<file path="src/rtl/fac_pkg.sv">
package fac_pkg;

  localparam int NUM_PLANES = 6;
  localparam int COORD_BITS = 32;

  localparam int PIDX_W = (NUM_PLANES > 1) ? $clog2(NUM_PLANES) : 1;
  localparam int MUL_W  = COORD_BITS + 1;
  localparam int PROD_W = 2 * MUL_W;
  localparam int ACC_W  = PROD_W + 3;
  localparam int W_SHIFT = 16;

  localparam logic FUNC_LOAD = 1'b0;
  localparam logic FUNC_TEST = 1'b1;

  typedef logic signed [COORD_BITS-1:0] coord_t;
  typedef logic [COORD_BITS-2:0]        ext_t;
  typedef logic signed [MUL_W-1:0]      mul_t;
  typedef logic signed [PROD_W-1:0]     prod_t;
  typedef logic signed [ACC_W-1:0]      acc_t;
  typedef logic [PIDX_W-1:0]            pidx_t;

  typedef struct packed {
    coord_t x;
    coord_t y;
    coord_t z;
    coord_t w;
  } plane_t;

  // one multiply-accumulate step
  typedef struct packed {
    logic valid;
    logic first;   // restart accumulator
    logic last;    // plane distance complete after this step
    logic final_p; // last plane of the box
    logic shift;   // offset term: operand a shifted, no multiply
  } mac_cmd_t;

  typedef struct packed {
    logic valid;
    logic neg;
    logic final_p;
  } mac_res_t;

  typedef enum logic [2:0] {
    OP_XC = 3'd0,
    OP_YC = 3'd1,
    OP_ZC = 3'd2,
    OP_XE = 3'd3,
    OP_YE = 3'd4,
    OP_ZE = 3'd5,
    OP_W  = 3'd6
  } op_t;

  function automatic mul_t sext(input coord_t v);
    return mul_t'(v);
  endfunction

  function automatic mul_t abs_mag(input coord_t v);
    mul_t e;
    e = mul_t'(v);
    return e[MUL_W-1] ? -e : e;
  endfunction

  function automatic mul_t zext(input ext_t v);
    return mul_t'({2'b00, v});
  endfunction

endpackage

</file>
<file path="src/rtl/fac_mac.sv">
module fac_mac (
  input  logic               clk,
  input  logic               rst_n,
  input  fac_pkg::mac_cmd_t  cmd,
  input  fac_pkg::mul_t      a,
  input  fac_pkg::mul_t      b,
  output fac_pkg::mac_res_t  res
);

  fac_pkg::prod_t    prod_r, prod_nxt;
  fac_pkg::mac_cmd_t cmd_r;
  fac_pkg::acc_t     acc_r, acc_nxt;
  fac_pkg::mac_res_t res_r;

  // stage 1: one signed multiply, or the scaled offset term
  always_comb begin
    if (cmd.shift) begin
      prod_nxt = fac_pkg::prod_t'(a) <<< fac_pkg::W_SHIFT;
    end else begin
      prod_nxt = fac_pkg::prod_t'(a) * fac_pkg::prod_t'(b);
    end
  end

  // stage 2: exact accumulate
  always_comb begin
    if (cmd_r.first) begin
      acc_nxt = fac_pkg::acc_t'(prod_r);
    end else begin
      acc_nxt = acc_r + fac_pkg::acc_t'(prod_r);
    end
  end

  always_ff @(posedge clk) begin
    prod_r <= prod_nxt;
    if (cmd_r.valid) begin
      acc_r <= acc_nxt;
    end
  end

  always_ff @(posedge clk) begin
    if (!rst_n) begin
      cmd_r <= '0;
      res_r <= '0;
    end else begin
      cmd_r         <= cmd;
      res_r.valid   <= cmd_r.valid & cmd_r.last;
      res_r.neg     <= acc_nxt[fac_pkg::ACC_W-1];
      res_r.final_p <= cmd_r.final_p;
    end
  end

  assign res = res_r;

endmodule

</file>
<file path="config.mk">
export PLATFORM = sky130hd
export DESIGN_NAME = fac_mac
export DESIGN_NICKNAME = d
export VERILOG_FILES = /design/src/rtl/fac_pkg.sv /design/src/rtl/fac_mac.sv
export SDC_FILE = /design/constraint.sdc
export NUM_CORES = 2
export LEC_CHECK = 0
export BUFFER_PORTS_ARGS = -buffer_cell sky130_fd_sc_hd__buf_2
export CELL_PAD_IN_SITES_DETAIL_PLACEMENT = 0
export CELL_PAD_IN_SITES_GLOBAL_PLACEMENT = 2
export CORE_ASPECT_RATIO = 1.25
export CORE_MARGIN = 5
export CORE_UTILIZATION = 46
export CTS_CLUSTER_SIZE = 40
export DETAILED_ROUTE_END_ITERATION = 7
export GPL_ROUTABILITY_DRIVEN = 0
export GPL_TIMING_DRIVEN = 0
export PLACE_DENSITY = 0.95
export SLEW_MARGIN = 20
export SYNTH_ARGS = -nofsm -noshare
export SYNTH_HDL_FRONTEND = slang
export SYNTH_SLANG_ARGS = --single-unit
</file>
<file path="constraint.sdc">
create_clock -name clk -period 16.9 [get_ports clk]
set_input_delay 2.535 -clock clk [delete_from_list [all_inputs] [get_ports clk]]
set_output_delay 2.535 -clock clk [all_outputs]
set_load 0.02 [all_outputs]
</file>
Yosys cells after proc, flatten, opt, wreduce, memory -nomap -nowiden. Index checks and enable logic that the tools add are counted.

Memories kept: 0. RAM bits: 0. ROM bits: 0. Register bits after elaboration: 142. Output and inout bits: 3. Word-level logic and storage cells: 15. Bits of input ports: 73. Bits in latches: 0.

Bitwise gates (word level): 1. Equality and inequality tests: 0. Divide/modulo/power cells: 0. Multiplexer cells: 2. Reduce and logical (&&, ||, !) cells: 0. $lt $le $gt $ge: 0. Shift operators: 0. Add/sub/neg operators: 1. Multiply operators: 1.

Operators by type and width (number): $add 69x66->69 (1); $mux 69 (1); $mul 33x33->66 (1); $mux 66 (1); $and 1x1->1 (1).

Longest topological paths before layout.
Depth in word-level cells: 2. Mapped depth: 31. Mapped depth without buffers: 28.

Worst setup path after synthesis. Ideal clock, no wire load.

Path kind: input -> register. From: in a[32]. To: reg prod_r[64]. Slack: 6.800 ns. Library setup time: 0.121 ns. Cell stages on the path: 27. Data arrival time: 9.979 ns. Required time: 16.779 ns. Buffers on the path: 4. Cells stage by stage: clkbuf_1 > clkbuf_1 > nand2_1 > inv_1 > fa_1 > fa_1 > fa_1 > fa_1 > fa_1 > fa_1 > fa_1 > inv_1 > fa_1 > inv_1 > ha_1 > buf_2 > a21o_1 > a21o_1 > a21o_1 > a21oi_1 > o21ai_0 > or3_1 > buf_2 > a21oi_1 > a31oi_1 > xor2_1 > mux2_2.

Longest elaborated chain between the ends: 2.

RTL lines: start, declared (RTL line fac_mac.sv:5) `input fac_pkg::mul_t a,`; $mul 33x33->66 (RTL line fac_mac.sv:20) `prod_nxt = fac_pkg::prod_t'(a) * fac_pkg::prod_t'(b);`; $mux 66 (*) (RTL line fac_mac.sv:17) `if (cmd.shift) begin`; net prod_nxt[64] (RTL line fac_mac.sv:10) `fac_pkg::prod_t prod_r, prod_nxt;`; end signal, assigned (RTL line fac_mac.sv:34) `prod_r <= prod_nxt;`; end, declared (RTL line fac_mac.sv:10).

Mark *: on every way through the listed nets, which the timed path passes. The rest lies on a longest branch. A chain may end at the register's enable or synchronous reset.

Final worst setup path.
From: in a[32]. To: reg prod_r[62].

The elaborated chain is that of the path after synthesis.

==> impl.org <==
** Cells and area
- After filler insertion, the fill cell instance count of the layout stands at around 10,000.
- In the layout the commonest cells are 1,193 x sky130_fd_sc_hd__inv_1, 1,145 x sky130_fd_sc_hd__fa_1, 659 x sky130_fd_sc_hd__nand2_1.
- Final standard cell utilization of the core :: roughly half
- Layout Cells excl Fill :: between 6,000 and 7,000
- The net count of the finished layout is roughly 6,900.
- Compared with the post-synthesis result, the final layout area differs by 5.567%.
- Share of post-route cells with drive strength above 1 :: just under 3%
- The library cell used most frequently in the layout, excluding fill and tap cells, is sky130_fd_sc_hd__inv_1.

** Logic synthesis
- Area share of the leading cell type in the synthesized netlist :: between 40% and 50%
- Leading register cell type out of synthesis :: sky130_fd_sc_hd__dfxtp_1
- Fraction of the yosys area taken by sequential cells :: under 10%
- Syn_nets :: between 6,000 and 7,000
- Mean Syn Cell Area :: slightly above 9 sq um
- Number of enable flip-flop cells after synthesis :: roughly 70
- Of all flip-flops after synthesis, the portion carrying an async set or reset was 0%.
- Number of different library cells in the post-synthesis netlist :: 74
- Synthesized netlist cell count :: approximately 5,300
- Sorting the synthesized cells by area gives the leading types as sky130_fd_sc_hd__fa_1 48%, sky130_fd_sc_hd__inv_1 9.3%, sky130_fd_sc_hd__and2_1 7.5%.
- Netlist Area Pre-Place :: 47,960 sq um
- Number of warning messages in the yosys log :: 0
- The largest total area in the synthesized netlist belongs to sky130_fd_sc_hd__fa_1.
- In this run, synthesis produced a sequential element count of 142.

** Timing
- Measured against its own limit, the worst slew margin works out to 11.80%.
- Setup repair after global routing left no endpoint under its margin.
- At the pin with the least slew margin, the transition time is between 1 and 1.5 ns.
- Pins over their slew limit :: 0
- Summed over all failing endpoints, the final setup total negative slack is 0 ns.
- Least setup slack across all paths after layout :: between 5 and 6 ns
- Period Utilization, post-route :: between 60% and 70%
- Final hold violation count :: 0
- Maximum clock frequency :: between 0.08 and 0.09 GHz
- Min Tclk post-route :: between 10 and 15 ns
- Setup violations remaining at the end of the flow were counted as 0.
- Largest clock skew in the final design :: between 0.01 and 0.015 ns

** Die
- The floorplan step defined a die boundary enclosing 110,900 sq um.
- The die is 371.0 um tall.
- The core region is roughly 100,000 sq um.
- Number of standard-cell rows in the floorplan :: approximately 130
- Initial Util :: 46.32%
- During I/O placement, the number of pins put on the boundary was 76.
- The die is 298.8 um wide.

** Place
- Setup WS pre-CTS :: approximately 4.8 ns
- Number of buffer cells added on primary ports :: between 70 and 80
- Once placement completed, the tool counted placed cells totaling between 6,000 and 7,000.
- Once detailed placement completed, the half-perimeter wirelength came to roughly 140,000 um.

** Setup path
- STA classifies the critical path startpoint as an input port.
- By startpoint and endpoint, the worst setup path is classified as in2reg.
- Data on the critical path is required at its endpoint by 17.24 ns.
- The worst setup path is captured at a register.
- Data arrival, critical path :: about 12 ns
- Along the worst path, the maximum fanout reaches 10.

** Global route
- Maximum number of pins on one net before global-route repair :: 41
- The number of global-route vias before repair is between 40,000 and 50,000.
- Wire length of the first global-routing pass :: between 200,000 and 300,000 um
- The number of antenna violations at the first check in global routing is 29.
- For this run the aggregate overflow at the end of global routing stands at 0.
- GRT Resource Usage Total :: slightly above 30%

** Status
- The run finished with clean final reports.

** Route
- Antenna Nets Post-Route :: 0
- Pre-antenna DRT Iters :: 7
- After detailed routing, the number of vias per cell comes to roughly 5.6.
- Post-route DRC violation count :: 0
- Dividing the detail-routed wire length by the instance count gives 25.15 um.
- The routed layout has between 30,000 and 40,000 vias.
- For this block, the initial DRC count from the detailed router was between 3,000 and 4,000.
- WL final :: between 150,000 and 200,000 um

** Clocking
- After clock tree synthesis, the clock-pin slew on the worst setup and hold paths is 0.07 ns.
- Number of levels the H-tree was split into :: 4
- Total clock buffers created by CTS :: 17
- TritonCTS built the clock tree.
- Clock latency of the later-clocked register in the worst-skew pair :: 0.45 ns
- Post CTS Setup Buffer Count :: 0
- Number of clock sinks seen by CTS :: 142
- Max clock buf depth :: 2
- Post-CTS repair changed the size of 0 cells.
- The tree is rooted in a sky130_fd_sc_hd__clkbuf_16.
- Hold-fix buffers, CTS :: 0

** Flow run
- Number of max-cap violations :: 0

** Hold path
- The min-delay analysis places its worst path in the category reg2reg.
==> cells in the mapped netlist (4+ instances only) <==
| library cell | number |
|---|---|
| sky130_fd_sc_hd__o21ai_1 | 6 |
| sky130_fd_sc_hd__or3_1 | 7 |
| sky130_fd_sc_hd__ha_1 | 285 |
| sky130_fd_sc_hd__o211ai_1 | 13 |
| sky130_fd_sc_hd__nand2b_1 | 28 |
| sky130_fd_sc_hd__a221o_1 | 4 |
| sky130_fd_sc_hd__mux2_2 | 5 |
| sky130_fd_sc_hd__xor2_1 | 52 |
| sky130_fd_sc_hd__nor4_1 | 8 |
| sky130_fd_sc_hd__nand3_1 | 26 |
| sky130_fd_sc_hd__nand2_1 | 659 |
| sky130_fd_sc_hd__a311o_1 | 4 |
| sky130_fd_sc_hd__a41oi_1 | 9 |
| sky130_fd_sc_hd__nor2_1 | 82 |
| sky130_fd_sc_hd__o41ai_1 | 4 |
| sky130_fd_sc_hd__a311oi_1 | 4 |
| sky130_fd_sc_hd__o21a_1 | 15 |
| sky130_fd_sc_hd__fa_1 | 1146 |
| sky130_fd_sc_hd__nor3_1 | 24 |
| sky130_fd_sc_hd__or2_2 | 10 |
| sky130_fd_sc_hd__a31oi_1 | 16 |
| sky130_fd_sc_hd__buf_2 | 9 |
| sky130_fd_sc_hd__and3_1 | 24 |
| sky130_fd_sc_hd__o31ai_1 | 9 |
| sky130_fd_sc_hd__buf_1 | 7 |
| sky130_fd_sc_hd__edfxtp_1 | 69 |
| sky130_fd_sc_hd__a221oi_1 | 4 |
| sky130_fd_sc_hd__clkbuf_1 | 247 |
| sky130_fd_sc_hd__xnor2_1 | 78 |
| sky130_fd_sc_hd__o21bai_1 | 35 |
| sky130_fd_sc_hd__and2_1 | 572 |
| sky130_fd_sc_hd__a21o_1 | 83 |
| sky130_fd_sc_hd__o21ai_0 | 171 |
| sky130_fd_sc_hd__a211oi_1 | 9 |
| sky130_fd_sc_hd__dfxtp_1 | 73 |
| sky130_fd_sc_hd__and4_1 | 4 |
| sky130_fd_sc_hd__nand4_1 | 29 |
| sky130_fd_sc_hd__a21oi_1 | 144 |
| sky130_fd_sc_hd__nor2b_1 | 26 |
| sky130_fd_sc_hd__or4_1 | 5 |
| sky130_fd_sc_hd__inv_1 | 1193 |
==> through the flow <==
step | hold WS [ns] | area [sq um]
floorplan | 0.4118 | 47960
global placement | 0.4196 | 50010
detailed placement | 0.4226 | 50050
CTS | 0.4394 | 50590
global route | 0.4503 | 50620
finish | 0.4328 | 50630
==> worst max-delay path, cell delays in order <==
cell                       delay [ns]
sky130_fd_sc_hd__clkbuf_2        0.45
sky130_fd_sc_hd__clkbuf_1        0.86
sky130_fd_sc_hd__nand2_1         0.46
sky130_fd_sc_hd__fa_1            0.74
sky130_fd_sc_hd__fa_1            1.01
sky130_fd_sc_hd__fa_1            0.53
sky130_fd_sc_hd__inv_1           0.09
sky130_fd_sc_hd__fa_1            0.45
sky130_fd_sc_hd__fa_1            0.67
sky130_fd_sc_hd__fa_1            0.48
sky130_fd_sc_hd__fa_1            0.49
sky130_fd_sc_hd__inv_1           0.05
sky130_fd_sc_hd__fa_1            0.49
sky130_fd_sc_hd__inv_1           0.05
sky130_fd_sc_hd__ha_1            0.36
sky130_fd_sc_hd__nand3_1         0.18
sky130_fd_sc_hd__nor3_1          0.53
sky130_fd_sc_hd__nand4_1         0.15
sky130_fd_sc_hd__a21oi_1         0.32
sky130_fd_sc_hd__or3_1           0.19
sky130_fd_sc_hd__buf_2           0.18
sky130_fd_sc_hd__a221o_1         0.23
sky130_fd_sc_hd__o22ai_2         0.09
sky130_fd_sc_hd__xnor2_1         0.16
sky130_fd_sc_hd__mux2_2          0.29
==> logic make-up (layout without fill, tap and decap cells) <==
group	Yosys count	after routing	share of synthesized area, %
compound gates	564	564	7.453
xor+xnor	130	130	2.374
fa+ha+maj	1431	1431	55.27
buf+inv	1459	1567	11.46
flops	142	142	7.367
mux	8	8	0.1800
other cells	0	11	0
simple gates	1518	1518	15.90
==> final timing paths <==
| path | start | endpoint | slack [ns] | cells past startpoint |
|---|---|---|---|---|
| worst max-delay path | a[32] | prod_r[62] | 5.14 | 25 |
| worst min-delay path | cmd_r[1] | res[0] | 0.43 | 1 |
| worst max register to register | prod_r[0] | acc_r[56] | 12.83 | 13 |
| worst min register to register | cmd_r[1] | res[0] | 0.43 | 1 |
==> state kept, by name, indices dropped and copies added (netlist names) <==
name / count
acc_r: 69
prod_r: 66
cmd_r: 4
res: 3
==> cell type report <==
type                    count  area, sq um  area share [%]
diodes                     11        27.53         0.05437
plain buffers             264         1021           2.016
clock buffers              17        425.4          0.8402
clock inverters            15        113.9          0.2249
inverters                1195         4486           8.859
multi-input cells        3651        38940           76.90
flip-flops and latches    142         3537           6.986
well taps                1340         1677           3.311
repair buffers             76        409.1          0.8081
==> per-layer routing <==
metal | global-route usage (%) | wire length [um] | vias up
li1 | - | - | 15875
met1 | 36.18 | 59600 | 19214
met2 | 51.10 | 78460 | 1864
met3 | 6.685 | 15110 | 633
met4 | 22.34 | 15590 | 8
met5 | 0 | 55 | -
Power is left out: the tool's default activity adds up to more than one toggle a clock period on the data nets, which glitch-free logic cannot reach.
