$ cat src/rtl/fac_pkg.sv
package fac_pkg;

  localparam int NUM_PLANES = 6;
  localparam int COORD_BITS = 32;

  localparam int PIDX_W = (NUM_PLANES > 1) ? $clog2(NUM_PLANES) : 1;
  localparam int MUL_W  = COORD_BITS + 1;
  localparam int PROD_W = 2 * MUL_W;
  localparam int ACC_W  = PROD_W + 3;
  localparam int W_SHIFT = 16;

  localparam logic FUNC_LOAD = 1'b0;
  localparam logic FUNC_TEST = 1'b1;

  typedef logic signed [COORD_BITS-1:0] coord_t;
  typedef logic [COORD_BITS-2:0]        ext_t;
  typedef logic signed [MUL_W-1:0]      mul_t;
  typedef logic signed [PROD_W-1:0]     prod_t;
  typedef logic signed [ACC_W-1:0]      acc_t;
  typedef logic [PIDX_W-1:0]            pidx_t;

  typedef struct packed {
    coord_t x;
    coord_t y;
    coord_t z;
    coord_t w;
  } plane_t;

  // one multiply-accumulate step
  typedef struct packed {
    logic valid;
    logic first;   // restart accumulator
    logic last;    // plane distance complete after this step
    logic final_p; // last plane of the box
    logic shift;   // offset term: operand a shifted, no multiply
  } mac_cmd_t;

  typedef struct packed {
    logic valid;
    logic neg;
    logic final_p;
  } mac_res_t;

  typedef enum logic [2:0] {
    OP_XC = 3'd0,
    OP_YC = 3'd1,
    OP_ZC = 3'd2,
    OP_XE = 3'd3,
    OP_YE = 3'd4,
    OP_ZE = 3'd5,
    OP_W  = 3'd6
  } op_t;

  function automatic mul_t sext(input coord_t v);
    return mul_t'(v);
  endfunction

  function automatic mul_t abs_mag(input coord_t v);
    mul_t e;
    e = mul_t'(v);
    return e[MUL_W-1] ? -e : e;
  endfunction

  function automatic mul_t zext(input ext_t v);
    return mul_t'({2'b00, v});
  endfunction

endpackage

$ cat src/rtl/fac_plane_store.sv
module fac_plane_store (
  input  logic             clk,
  input  logic             rst_n,
  input  logic             we,
  input  fac_pkg::pidx_t   waddr,
  input  fac_pkg::plane_t  wdata,
  input  fac_pkg::pidx_t   raddr,
  output fac_pkg::plane_t  rdata
);

  fac_pkg::plane_t planes_r [fac_pkg::NUM_PLANES];

  // planes reset to zero: a zero plane never rejects
  always_ff @(posedge clk) begin
    if (!rst_n) begin
      for (int i = 0; i < fac_pkg::NUM_PLANES; i++) begin
        planes_r[i] <= '0;
      end
    end else if (we) begin
      planes_r[waddr] <= wdata;
    end
  end

  assign rdata = planes_r[raddr];

endmodule

$ cat config.mk
export PLATFORM = sky130hd
export DESIGN_NAME = fac_plane_store
export DESIGN_NICKNAME = d
export VERILOG_FILES = /design/src/rtl/fac_pkg.sv /design/src/rtl/fac_plane_store.sv
export SDC_FILE = /design/constraint.sdc
export NUM_CORES = 1
export LEC_CHECK = 0
export BUFFER_PORTS_ARGS = -buffer_cell sky130_fd_sc_hd__buf_4
export CAP_MARGIN = 20
export CORE_MARGIN = 4
export CORE_UTILIZATION = 50
export DETAILED_ROUTE_END_ITERATION = 12
export MAX_ROUTING_LAYER = met4
export PLACE_DENSITY = 0.68
export SLEW_MARGIN = 20
export SYNTH_ARGS = -nofsm -noshare
export SYNTH_HDL_FRONTEND = slang
export SYNTH_SLANG_ARGS = --single-unit
$ cat constraint.sdc
create_clock -name clk -period 22.8 [get_ports clk]
set_input_delay 2.28 -clock clk [delete_from_list [all_inputs] [get_ports clk]]
set_output_delay 2.28 -clock clk [all_outputs]
set_load 0.01 [all_outputs]
---- Word level (Yosys, flattened, before mapping) ----
Memory sizes are Yosys's and may differ from the RTL's.
Cells that the tools add are included.
word-level totals
  bits in writable memories ............... 768
  word-level logic and storage cells ...... 9
  output and inout bits ................... 128
  register bits after elaboration ......... 0
  input port bits ......................... 137
  memories ................................ 1
memory list
  memory    depth  bits a word  rd ports  clocked after Yosys merged registers in  write ports  RTL line               RTL
  planes_r  6      128          1         0                                        6            fac_plane_store.sv:11  fac_pkg::plane_t planes_r [fac_pkg::NUM_PLANES];
cells by class
  muxes and demuxes ....................... 7
  reduce and logical (&&, ||, !) cells .... 1
operators with widths
  kind               number
  $mux 128           1
  $reduce_or 128->1  1
  $mux 1             5
  $mux 3             1

---- Logic depth before layout (Yosys ltp) ----
Gate-level depths: netlist (run 1).
  word-level depth ........................ 5
  depth in mapped cells ................... 6
  depth with buffers taken out ............ 2

---- Least setup slack after synthesis (run 1) ----
Ideal clock, no wire load.
  kind .................................... input to register
  start point ............................. input port waddr[0]
  end point ............................... memory planes_r[0][0] (netlist bit) (enable)
  data required time ...................... 22.008 ns
  arrival ................................. 11.853 ns
  path slack .............................. 10.155 ns
  stages on the path ...................... 4
  setup time .............................. 0.792 ns
  path buffers ............................ 2
  cell sequence ........................... or2_2 clkbuf_1 clkbuf_1 o21ai_0
RTL lines
  element          RTL line               RTL
  start, declared  fac_plane_store.sv:5   input fac_pkg::pidx_t waddr,
  end, declared    fac_plane_store.sv:11

==> out/summary.md, run 1 <==
Across every metal layer, demand over resource in global routing totals 24.6%. In this run, distinct cell masters in the synthesized netlist total 22. In this run the vertical extent of the chip is 306 um. The number of global-route vias before repair came out at 26,800. The tree is rooted in a sky130_fd_sc_hd__clkbuf_16.

The tree built by TritonCTS fans out to 1,024 sinks. Counting flops and latches in the post-synthesis netlist gives 1,024. The logs give 25,200 for the via count and 3 for the H-tree depth. Once the floorplan was initialized, standard cells occupied 50.3% of the core. The power per standard cell area came out at 83.0 nW/um^2.

Setup repair after global routing left no endpoint under its margin. The number of nets in the layout is 3,007, and the row count is 109. Data on the critical path arrives at its endpoint at 5.75 ns. The achievable clock frequency is 125 MHz. The Yosys warning count is 0. In this run the tightest slew margin relative to its limit is 13.1%. Once the clock tree was built, the resizer swapped 0 gates to a different size. For the required time reported for the critical path endpoint, the log shows 20.52 ns. In the layout the commonest cells are sky130_fd_sc_hd__edfxtp_1, sky130_fd_sc_hd__nor3_1, sky130_fd_sc_hd__buf_4, sky130_fd_sc_hd__inv_1, sky130_fd_sc_hd__mux4_2.

By area the synthesized netlist is led by sky130_fd_sc_hd__edfxtp_1, sky130_fd_sc_hd__mux4_2, sky130_fd_sc_hd__nor3_1. Of the total power, the share spent switching nets is 23.0%. Using the TritonRoute via totals, the vias-per-cell ratio works out to 6.11.

For this run the aggregate overflow at the end of global routing stands at 0. The violation count after the first detailed-route iteration was 2,481; the peak ir drop on the vdd network was 0.0000607 V. The register with the most flip-flops is planes_r.

Final critical delay including setup and external delays: 8.03 ns. The logs give 88,400 sq um for the core footprint and 2,828 for the number of nets in the synthesized netlist. The count of pins over their slew limit is 0, and the number of detailed-route iterations in the first pass is 7. For the DRC violations left, the log shows 0. TritonCTS built the clock tree.

The hold violation total from the final report came out at 0. Share of post-route cells with drive strength above 1: 26.8%. Counting every instance in the synthesized netlist gives 2,691. In this run, post-CTS hold repair placed 0 buffers. The share of the Yosys chip area taken by registers is 69.1%. Including well taps, the total number of placed cells is 3,927.

The maximum number of pins on one net before global-route repair was 196. The largest registers in the layout are planes_r (1024). The number of buffers inserted by post-CTS setup repair was 0; the horizontal extent of the die was 306 um. STA classifies the critical path endpoint as an output pin. Summed over all layers, the routed wires come to 112 mm.

The floorplan step defined a die boundary enclosing 93,800 sq um. For the summed negative setup slack over all endpoints, the log shows 0 ns. Once detailed placement completed, the half-perimeter wirelength came to 58.0 mm. Clock-pin slew was measured on the worst setup and hold paths at 0.06 ns. The maximum clock path buffer count was 3; the antenna violation net count after detailed routing was 0. After detailed routing, the average wire length per cell comes to 27.3 um. The run finished with clean final reports. Sequential share of power: 52.7%. The first global-routing pass estimated 168 mm of wire.

For the global placer's final weighted congestion, the log shows 0.752. STA classifies the critical path startpoint as an input pin. The run gives 38.1% as the portion of total power attributed to the clock network. For the pin with the worst max-slew slack, the measured transition is 1.30 ns. A synthesized cell averages 16.5 sq um. The combinational cell fraction of total power is 9.2%.

Setup violations remaining at the end of the flow were counted as 0. From synthesis to final layout, the design area changed by 13.0%. The number of clock buffers added by TritonCTS is 105. The logs give 8 for the initial antenna violation count and 957 uW for the switching power summed over all nets. The design draws 4.17 mW. The post-route clock period utilization was 35.2%. The critical path class is input pin to output pin. The count of buffers added on input and output ports is 264.

Leakage power total: 16.8 nW. Across the run, the number of max-cap violations was 0. The fraction of synthesized cell area taken by the top area cell type came out at 69.1%. The most frequent standard cell in the layout excluding fill and tap cells is sky130_fd_sc_hd__edfxtp_1. Once layout is complete, the cells apart from fillers number 4,126. In this run the worst path has a maximum fanout of 57.

The register with the most flip-flops in the layout has 1,024 of them. In this run the worst hold path is classified as input pin to flop. Summing every instance area after synthesis gives 44,500 sq um. sky130_fd_sc_hd__edfxtp_1 takes more of the synthesized area than any other cell. For this design the top-level I/O count stands at 265. The internal power contribution was 3.21 mW; the worst slack on hold paths was 1.97 ns.
==> cells in the mapped netlist, drive strengths merged <==
master / count
mux2: 128
nand2b: 3
edfxtp: 1024
nand3: 129
nor3: 640
buf: 104
or2: 1
nor2: 2
clkbuf: 140
o21ai: 6
nand3b: 1
nand2: 1
mux4: 256
inv: 256
==> worst max-delay path, cell delays in order <==
cell and delay, ns:
sky130_fd_sc_hd__buf_8 0.51, sky130_fd_sc_hd__buf_4 0.84, sky130_fd_sc_hd__buf_4 0.93, sky130_fd_sc_hd__mux4_1 0.67, sky130_fd_sc_hd__mux2_2 0.27, sky130_fd_sc_hd__buf_4 0.15
==> area by class of cell <==
| cell class | count | area (sq um) |
|---|---|---|
| sequential | 1024 | 30700 |
| clock buffer | 128 | 2740 |
| multi-input combinational | 1167 | 11500 |
| inverter | 256 | 961 |
| tap | 1165 | 1460 |
| timing repair buffer | 316 | 2460 |
| fill | 6774 | 38100 |
| antenna | 8 | 20.0 |
| clock inverter | 62 | 400 |
==> cell families (layout without fill, tap and decap cells) <==
| kind of cell | after synthesis | count (layout) | share of synthesized area (%) |
|---|---|---|---|
| AOI/OAI and AO/OA | 6 | 6 | 0.0675 |
| buffers and inverters | 500 | 762 | 5.34 |
| DFF | 1024 | 1024 | 69.1 |
| muxes | 384 | 384 | 16.7 |
| other | 0 | 8 | 0 |
| and+or+nand+nor | 777 | 777 | 8.75 |
==> metrics by stage <==
| step | worst slack [ns] | instance area, sq um | utilization (%) |
|---|---|---|---|
| 6_report | 14.77 | 50200 | 56.9 |
| 5_1_grt | 14.44 | 50200 | 56.9 |
| 4_1_cts | 14.64 | 50200 | 56.8 |
| 3_5_place_dp | 14.63 | 47100 | 53.3 |
| 3_3_place_gp | 14.69 | 47000 | 53.2 |
| 2_1_floorplan | 10.16 | 44500 | - |
==> per-layer routing <==
metal	track usage (%)	vias up	part of all wire (%)
met3	3.78	165	7.1
met1	31.3	13100	39
met4	7.13	0	2.2
met5	-	-	0
met2	41.5	1058	52
li1	-	10900	-
==> worst paths after layout <==
check	slack, ns	to	cells after the start	start
worst min-delay path	1.97	planes_r[4][0]	3	wdata[0]
worst max-delay path	14.77	rdata[51]	6	raddr[0]
==> power by group through the flow <==
| stage | clock network, mW | registers [mW] | logic [mW] |
|---|---|---|---|
| global placement | 0 | 2.23 | 0.383 |
| CTS | 1.61 | 2.20 | 0.389 |
| floorplan | 0 | 2.25 | 0.233 |
| global route | 1.70 | 2.20 | 0.408 |
| finish | 1.59 | 2.20 | 0.384 |
| detailed placement | 0 | 2.24 | 0.388 |
No activity file was read; power rests on OpenSTA's default activity.
==> run 2: changes to the inputs <==
Settings changed: PLACE_DENSITY 0.68 to 0.7.
Clock period 22.8 ns to 6.74 ns, I/O delays scaled along.
==> run 2 against run 1 <==
Die area did not move. Power grew to 3.4 times the previous value. Sequential power rose to 3.4 times the previous value. Routed wire length is essentially flat. Non-clock buffer count shrank 5. Cell count is 0.51% lower. First-iteration DRC count grew 21%. Setup slack lost 12 ns. Hold slack got worse by 1.6 ns. Critical path depth decreased by 1. Via count increased by 0.77%. Sequential share of layout area is essentially flat. Critical path type unchanged. Critical endpoint is now rdata[91]. Largest power group unchanged. Highest routed layer unchanged.
==> out/summary.md, run 2 (synthesized netlist as in run 1, its figures left out) <==
The type of element capturing the critical path is an output pin. The final critical delay including setup and external delays was 3.79 ns; the number of nets in the layout was 2,996 (-0.37%). The final critical path takes up 56.2% of the cycle. The final global-route overflow total was 0 (unchanged). The tools report the peak ir drop on the vdd network as 0.000187 V (+210%).

The critical path class is input pin to output pin. The initial antenna violation count was 3 (-5); the hold violation total from the final report was 0 (unchanged). Derived from the worst setup path, the maximum achievable clock frequency is 264 MHz. The logs give 0.755 (+0.40%) for the global placer's final weighted congestion and 50.3% (unchanged) for the starting utilization of the core area.

The flip-flop count of the largest register after layout was 1,024 (unchanged); the clock sink count was 1,024 (unchanged). In the final layout, the registers with the most flip-flops are planes_r (1024). The logs give 25,400 (+0.77%) for the via count and 47,100 sq um (about the same) for the post-place instance area.

For hold timing, the worst endpoint is planes_r[4][77]. For the number of gates resized after CTS, the log shows 0 (unchanged). The die height came out at 306 um (unchanged). For the clock buffer count from CTS, the log shows 99 (-5.7%).

The detailed-route vias per instance came out at 6.19 (+1.3%). Detailed-route wire length per cell: 27.4 um (+0.46%). Final wirelength: 112 mm (about the same).

The run gives 56.8% (about the same) as the utilization after layout. The CTS clock-pin slew for the worst setup and hold paths was 0.07 ns (about the same). Maximum fanout count along the critical path: 66 (+16%). The total global routing track utilization is 24.6% (-0.040 points). For the H-tree depth, the log shows 3 (unchanged). Setup repair after global routing left no endpoint under its margin. The switching share of power came out at 22.6% (-0.35 points). Number of max-capacitance violations reported: 0 (unchanged). Overall die area: 93,800 sq um (unchanged).

For the row count, the log shows 109 (unchanged). The library cell used most frequently in the layout, excluding fill and tap cells, is sky130_fd_sc_hd__edfxtp_1. The count of pins over their slew limit was 0 (unchanged).

The setup violation total in the final timing report is 0 (unchanged), and the number of detailed-route iterations in the first pass is 5 (-2). The count of boundary I/O pins was 265 (unchanged). For the area of all placed cells without fillers, the log shows 50,200 sq um (about the same).

The share of post-route cells with drive strength above 1 was 26.7% (-0.13 points); the hold-fix buffer count after cts was 0 (unchanged). The worst hold path begins at wdata[77]. The actual transition at the worst max-transition pin is 1.16 ns (-0.143 ns), and the maximum clock path buffer count is 3 (unchanged).

The portion of total power attributed to the clock network was 38.0% (about the same); the sequential share of power was 52.7% (about the same). The switching power summed over all nets was 3.19 mW (+230%). Depth of the worst hold-timing path: 3 (unchanged). Leaving out fill and tap cells, the most frequent cells in the layout are sky130_fd_sc_hd__edfxtp_1, sky130_fd_sc_hd__nor3_1, sky130_fd_sc_hd__buf_4, sky130_fd_sc_hd__inv_1, sky130_fd_sc_hd__mux4_2. For the combinational cell fraction of total power, the log shows 9.3% (about the same). For the worst slew margin relative to its limit, the log shows 22.6% (+9.6 points). The relative area change from synthesis to final layout came out at 12.9% (about the same). For the core footprint, the log shows 88,400 sq um (unchanged). The tools report the DRC violations left as 0 (unchanged).

The register with the most flip-flops was planes_r. CTS placed an instance of sky130_fd_sc_hd__clkbuf_16 at the clock tree root. The worst slack on hold paths is 0.373 ns (-1.60 ns).

The post-detailed-placement half-perimeter wirelength is 58.8 mm (+1.3%), and the required time reported for the critical path endpoint is 6.07 ns (-14.45 ns). TritonCTS built the clock tree. For the number of buffers inserted by post-CTS setup repair, the log shows 0 (unchanged). STA classifies the critical path startpoint as an input pin. The logs give 226 (+15%) for the maximum number of pins on one net before global-route repair and 10.9 mW (+240%) for the internal power contribution.

The count of input and output buffers works out to 264 (unchanged). The antenna violation net count after detailed routing is 0 (unchanged). The summed negative setup slack over all endpoints was 0 ns (unchanged); the first-pass GRT wire length was 169 mm (+0.13%). The total of fill cells in the finished design came out at 6,704 (-1.0%).

The power per standard cell area is 281 nW/um^2 (+240%), and the horizontal extent of the die is 306 um (unchanged). The min-delay analysis places its worst path in the category input pin to flop. The logs give 26,700 (-0.20%) for the number of global-route vias before repair and 3.12 ns (-2.63 ns) for the worst endpoint data arrival time.

The run finished with clean final reports. The violation count after the first detailed-route iteration is 3,008 (+21%), and the leakage power total is 16.8 nW (-0.18%).
==> run 2: cell types whose count changed in the layout (fill, tap and decap cells not counted), sizes merged <==
| cell | change |
|---|---|
| diode | -5 |
| bufinv | +4 |
| inv | -3 |
| clkinvlp | +2 |
| buf | -5 |
| clkbuf | -3 |
| clkinv | -11 |
==> run 2: worst max path at each step <==
stage,to,from,slack (ns)
3_5_place_dp,planes_r[7][23],we,2.61
3_3_place_gp,planes_r[4][59],we,2.63
6_report,rdata[91],raddr[0],2.95
2_1_floorplan,planes_r[0][0],waddr[0],-0.85
5_1_grt,rdata[91],raddr[0],2.74
4_1_cts,rdata[83],raddr[0],2.87
==> run 2: stage by stage <==
step,cells,setup WS [ns],total power [mW]
floorplan,2691,-0.848,8.34
global placement,3922,2.63,8.85
detailed placement,3922,2.61,8.89
CTS,4101,2.87,14.2
global route,4105,2.74,14.6
finish,4105,2.95,14.1
==> run 2: layout make-up <==
| cell class | count | area (sq um) | share of cell area (%) |
|---|---|---|---|
| well taps | 1165 | 1460 | 2.90 |
| multi-input cells | 1167 | 11500 | 22.8 |
| clock buffers | 125 | 2640 | 5.26 |
| repair buffers | 311 | 2460 | 4.91 |
| inverters | 256 | 961 | 1.91 |
| clock inverters | 54 | 465 | 0.927 |
| flip-flops and latches | 1024 | 30700 | 61.2 |
| diodes | 3 | 7.51 | 0.0150 |
==> run 2: layer usage <==
metal	track usage, %	vias up	wire [um]
met5	-	-	0
met4	6.99	0	2620
met3	3.35	157	9100
met2	40.5	1241	57300
met1	32.5	13100	43400
li1	-	10900	-
==> run 2: critical path: stages <==
cell and delay [ns]:
sky130_fd_sc_hd__buf_8 0.57, sky130_fd_sc_hd__buf_4 0.67, sky130_fd_sc_hd__mux4_1 0.65, sky130_fd_sc_hd__mux2_2 0.31, sky130_fd_sc_hd__buf_4 0.15
==> run 2: power by group through the flow <==
stage                     clock network [mW]  logic, mW  registers [mW]
after floorplan                            0      0.791            7.55
after global placement                     0       1.31            7.53
after detailed placement                   0       1.32            7.56
after CTS                               5.41       1.33            7.43
after global routing                    5.70       1.40            7.45
final                                   5.35       1.32            7.43
